$ cat src/huffman_code_length_builder_unit_assert.svh
// ----------------------------------------------------------------------------
// hclb assertion macros
// shared concurrent check macros for the code length builder
// ----------------------------------------------------------------------------
`ifndef HUFFMAN_CODE_LENGTH_BUILDER_UNIT_ASSERT_SVH
`define HUFFMAN_CODE_LENGTH_BUILDER_UNIT_ASSERT_SVH

// implication check, disabled while in reset
`define HCLB_ASSERT_IMP(lbl, clk, rst, ante, cons) \
  lbl: assert property (@(posedge clk) disable iff (rst) (ante) |-> (cons)) \
    else $error("hclb implication check failed");

// invariant check, disabled while in reset
`define HCLB_ASSERT_ALWAYS(lbl, clk, rst, cond) \
  lbl: assert property (@(posedge clk) disable iff (rst) (cond)) \
    else $error("hclb invariant check failed");

`endif

$ cat src/hclb_ram.sv
// ----------------------------------------------------------------------------
// hclb ram
// generic single write, single read memory with registered read data
// ----------------------------------------------------------------------------
`default_nettype none
module hclb_ram #(
  parameter int WIDTH = 8,
  parameter int DEPTH = 256
) (
  input  wire logic                     clk,
  input  wire logic                     we,
  input  wire logic [$clog2(DEPTH)-1:0] waddr,
  input  wire logic [WIDTH-1:0]         wdata,
  input  wire logic [$clog2(DEPTH)-1:0] raddr,
  output logic      [WIDTH-1:0]         rdata
);
  logic [WIDTH-1:0] mem [DEPTH];

  always_ff @(posedge clk) begin
    if (we) begin
      mem[waddr] <= wdata;
    end
    rdata <= mem[raddr];
  end
endmodule
`default_nettype wire

$ cat config.mk
export PLATFORM = sky130hd
export DESIGN_NAME = hclb_ram
export DESIGN_NICKNAME = d
export VERILOG_FILES = /design/src/huffman_code_length_builder_unit_assert.svh /design/src/hclb_ram.sv
export SDC_FILE = /design/constraint.sdc
export NUM_CORES = 2
export LEC_CHECK = 0
export BUFFER_PORTS_ARGS = -buffer_cell sky130_fd_sc_hd__buf_2
export CORE_MARGIN = 5
export CORE_UTILIZATION = 39
export DETAILED_ROUTE_END_ITERATION = 10
export HOLD_SLACK_MARGIN = 0.1
export PLACE_DENSITY_LB_ADDON = 0.12
export SYNTH_ARGS = -nofsm -noshare
export SYNTH_HDL_FRONTEND = slang
export SYNTH_SLANG_ARGS = --single-unit
$ cat constraint.sdc
create_clock -name clk -period 2.7 [get_ports clk]
set_input_delay 0.675 -clock clk [delete_from_list [all_inputs] [get_ports clk]]
set_output_delay 0.675 -clock clk [all_outputs]
set_load 0.05 [all_outputs]
-- Word level (Yosys, flattened, before mapping)
Memory sizes are Yosys's and may differ from the RTL's. A register that Yosys moved wholly into a read port is not among the register bits.
Index checks and enable logic that the tools add are counted.
- multiplexer cells: 2
- operator list (operator ; number):
    $mux W1 ; 2
- register bits after elaboration: 0
- RAM bits: 2048
- logic and storage cells: 3
- memories: 1
- memories (name ; depth ; width ; read ports ; clocked after Yosys merged registers in ; wr ports ; line ; text):
    mem ; 256 ; 8 ; 1 ; 1 ; 1 ; hclb_ram.sv:17 ; logic [WIDTH-1:0] mem [DEPTH];

-- Depth between registers and ports, before layout
- depth in word-level cells: 2
- gate-level depth with buffers: 11

-- Worst setup path before layout
Ideal clock, no wire load.
- kind: input -> register
- start point: in raddr[0]
- end point: reg rdata[2] (read register of mem)
- setup time: 131 ps
- data arrival time: 2482 ps
- data required time: 2569 ps
- setup slack: 87 ps
- cell stages on the path: 9
- cell sequence: buf_6 -> buf_12 -> buf_8 -> buf_2 -> mux4_2 -> a22oi_1 -> a21oi_1 -> nor4_1 -> nor4_2
- RTL lines (element ; line ; text):
    start, declared ; hclb_ram.sv:14 ; input wire logic [$clog2(DEPTH)-1:0] raddr,
    end, declared ; hclb_ram.sv:15 ; output logic [WIDTH-1:0] rdata

==> impl_metrics.env <==
export IMPL_status="complete, no violations"
export IMPL_n_fill_cell=16800
export IMPL_holdWs_ps=252
export IMPL_irDropWorstVdd_mv=0.587
export IMPL_place_inst=7026
export IMPL_synth_top_area_share=0.773
export IMPL_syn_nets=3759
export IMPL_vias=40800
export IMPL_clockBufferDepth=3
export IMPL_h_tree_depth=4
export IMPL_path_class="in -> reg"
export IMPL_synth_seq_cells=2056
export IMPL_first_global_vias=41600
export IMPL_yosysMostFrequentCell="edfxtp_1"
export IMPL_grt_max_degree=96
export IMPL_avgSynthCellArea_um2=21.3
export IMPL_tightest_slew_ps=846
export IMPL_synth_area_leaders="edfxtp_1 77%, mux4_2 13%, mux2i_1 1.7%"
export IMPL_synth_edf_count=2048
export IMPL_drcViolationCount=0
export IMPL_synth_common_cells="2,048 x edfxtp_1, 454 x mux4_2, 282 x nor2_1"
export IMPL_finalPower_mw=67.1
export IMPL_p_clk_frac=0.415
export IMPL_path_common_cell="buf_12"
export IMPL_max_stage_delay_ps=580
export IMPL_design_core_area_um2=203000
export IMPL_skew_ps=27.6
export IMPL_final_nets=4595
export IMPL_async_flop_share=0
export IMPL_cp_max_fo=18
export IMPL_die_w_um=462
export IMPL_cts_tree="yes"
export IMPL_finalWorstSetupSlack_ps=42.1
export IMPL_root_buffer="clkbuf_16"
export IMPL_clock_sinks=2056
export IMPL_die_area_um2=213000
export IMPL_placementRows=165
export IMPL_synthCells=3733
export IMPL_grt_pass1_wl_um=314000
export IMPL_initial_utilization=0.393
export IMPL_crit_arrival_ps=3390
export IMPL_drive_gt1_frac=0.344
export IMPL_drt_iter0_drc=3834
export IMPL_syn_area_um2=79600
export IMPL_final_hold_violation_count=0
export IMPL_grt_use_total=0.207
export IMPL_holdCritPathClass="in -> reg"
export IMPL_postCtsSetupBuffers=0
export IMPL_cp_start_kind="input port"
export IMPL_drv_slew=0
export IMPL_io_pins=34
export IMPL_routed_wirelength_um=221000
export IMPL_synth_largest_area_cell="edfxtp_1"
export IMPL_hpwl_um=146000
export IMPL_wl_per_cell_um=29.7
export IMPL_ys_seq_area_frac=0.775
export IMPL_switching_share=0.216
export IMPL_die_y_um=462
export IMPL_drt_pass1_iter_count=5
export IMPL_numCtsBuffers=211
export IMPL_final_antenna_net_count=0
export IMPL_internal_power_mw=52.6
export IMPL_slew_headroom=0.434
export IMPL_cp_slowest_cell="nor4_2"
export IMPL_rsz0062_at_grt="false"
export IMPL_yosys_warnings=0
export IMPL_synth_cell_types=55
export IMPL_fin_crit_sh=0.984
export IMPL_worstPathCellList="buf_8 -> buf_12 -> buf_12 -> buf_12 -> buf_4 -> mux4_2 -> a22oi_1 -> a21oi_1 -> nor4_2 -> buf_4 -> nor4_2"
export IMPL_cp_end_kind="flip-flop"
export IMPL_setup_viol=0
export IMPL_place_gp_congestion=0.859
export IMPL_cap_violations=0
export IMPL_seqPwrFrac=0.525
export IMPL_max_freq_mhz=376
export IMPL_fin_crit_ps=2660
export IMPL_ys_flop_type="edfxtp_1"
export IMPL_p_per_area_nw_per_um2=700
export IMPL_p_sw_mw=14.5
export IMPL_place_ws_ps=-1220
export IMPL_antenna_found_initial=14
export IMPL_clk_latency_ps=840
export IMPL_crit_required_ps=3430
export IMPL_fin_cells=7422
export IMPL_area_growth_pct=20.5
export IMPL_clk_pin_slew_ps=60
export IMPL_p_comb_frac=0.060
export IMPL_io_buffers=33
export IMPL_overflow=0
export IMPL_leakage_nw=31.2
export IMPL_viasPerCell=5.49
==> area by class of cell <==
cell class,instances,area (um^2),area share
antenna,8,20.0,0.000209
clock buffer,278,5690,0.0594
timing repair buffer,856,7650,0.0799
sequential,2056,61700,0.643
multi-input combinational,1442,16600,0.173
inverter,2,7.51,0.0000783
clock inverter,108,870,0.00907
tap,2672,3340,0.0349
==> worst max-delay path: cells and delay by family <==
kind	cells	cell delay (ps)
and+or+nand+nor	2	620
AOI/OAI and AO/OA	2	420
muxes	1	500
buffers and inverters	6	1100
==> sequential cells by signal (all words and copies together) (netlist names) <==
signal and cells:
mem 2048, rdata 8
==> final timing paths <==
| check | from | end | slack [ps] | depth (start not counted) |
|---|---|---|---|---|
| min | wdata[6] | mem[74][6] | 250 | 1 |
| max reg2reg | mem[77][7] | rdata[7] | 210 | 8 |
| min reg2reg | mem[32][5] | rdata[5] | 1080 | 7 |
| max | raddr[0] | rdata[2] | 40 | 11 |
==> cell families (layout without fill, tap and decap cells) <==
| logic type | after synthesis | after routing | share of synthesized area |
|---|---|---|---|
| mux | 591 | 591 | 0.146 |
| flops | 2056 | 2056 | 0.775 |
| other cells | 0 | 8 | 0 |
| compound gates | 385 | 385 | 0.0342 |
| simple gates | 466 | 466 | 0.0263 |
| buf+inv | 235 | 1244 | 0.0183 |
==> metrics by stage <==
step,TNS [ps],utilization,cell area [um^2]
floorplan,0,-,79600
global placement,-7580,0.440,89200
detailed placement,-7900,0.440,89200
CTS,0,0.473,95800
global route,0,0.473,95800
finish,0,0.473,95800
==> cell usage in the layout, fill, tap and decap left out, types with 19 or more instances in the layout <==
cell / n
buf_2: 21
a22oi_1: 133
edfxtp_1: 2048
nor2_1: 279
buf_4: 727
mux2i_1: 134
o221ai_1: 46
clkbuf_1: 58
o22ai_1: 28
a21oi_1: 96
clkbuf_16: 217
nor3_1: 19
nor2b_1: 28
nand3_1: 25
nand2_1: 33
clkinv_1: 47
clkinv_2: 34
mux4_2: 454
buf_12: 96
==> what timing repair did <==
action,4_1_cts,5_1_grt
gates resized for setup,8,1
endpoints found under the setup margin,7,1
hold buffers,2,0
cloned,0,0
hold endpoints to repair,15,0
==> power groups by stage <==
stage | Clock [mW] | Sequential [mW] | Combinational [mW]
4_1_cts | 28.5 | 35.3 | 4.08
5_1_grt | 29.9 | 35.2 | 4.24
3_5_place_dp | 0 | 35.9 | 4.06
6_report | 27.9 | 35.3 | 4.00
3_3_place_gp | 0 | 35.9 | 4.04
2_1_floorplan | 0 | 36.0 | 1.71
==> routing by layer <==
layer / global-route usage / part of all wire
met1: 0.298 / 0.44
met5: 0 / 0.000054
met3: 0.0325 / 0.052
met2: 0.334 / 0.48
met4: 0.0518 / 0.024
Power figures use the tool's default switching activity.
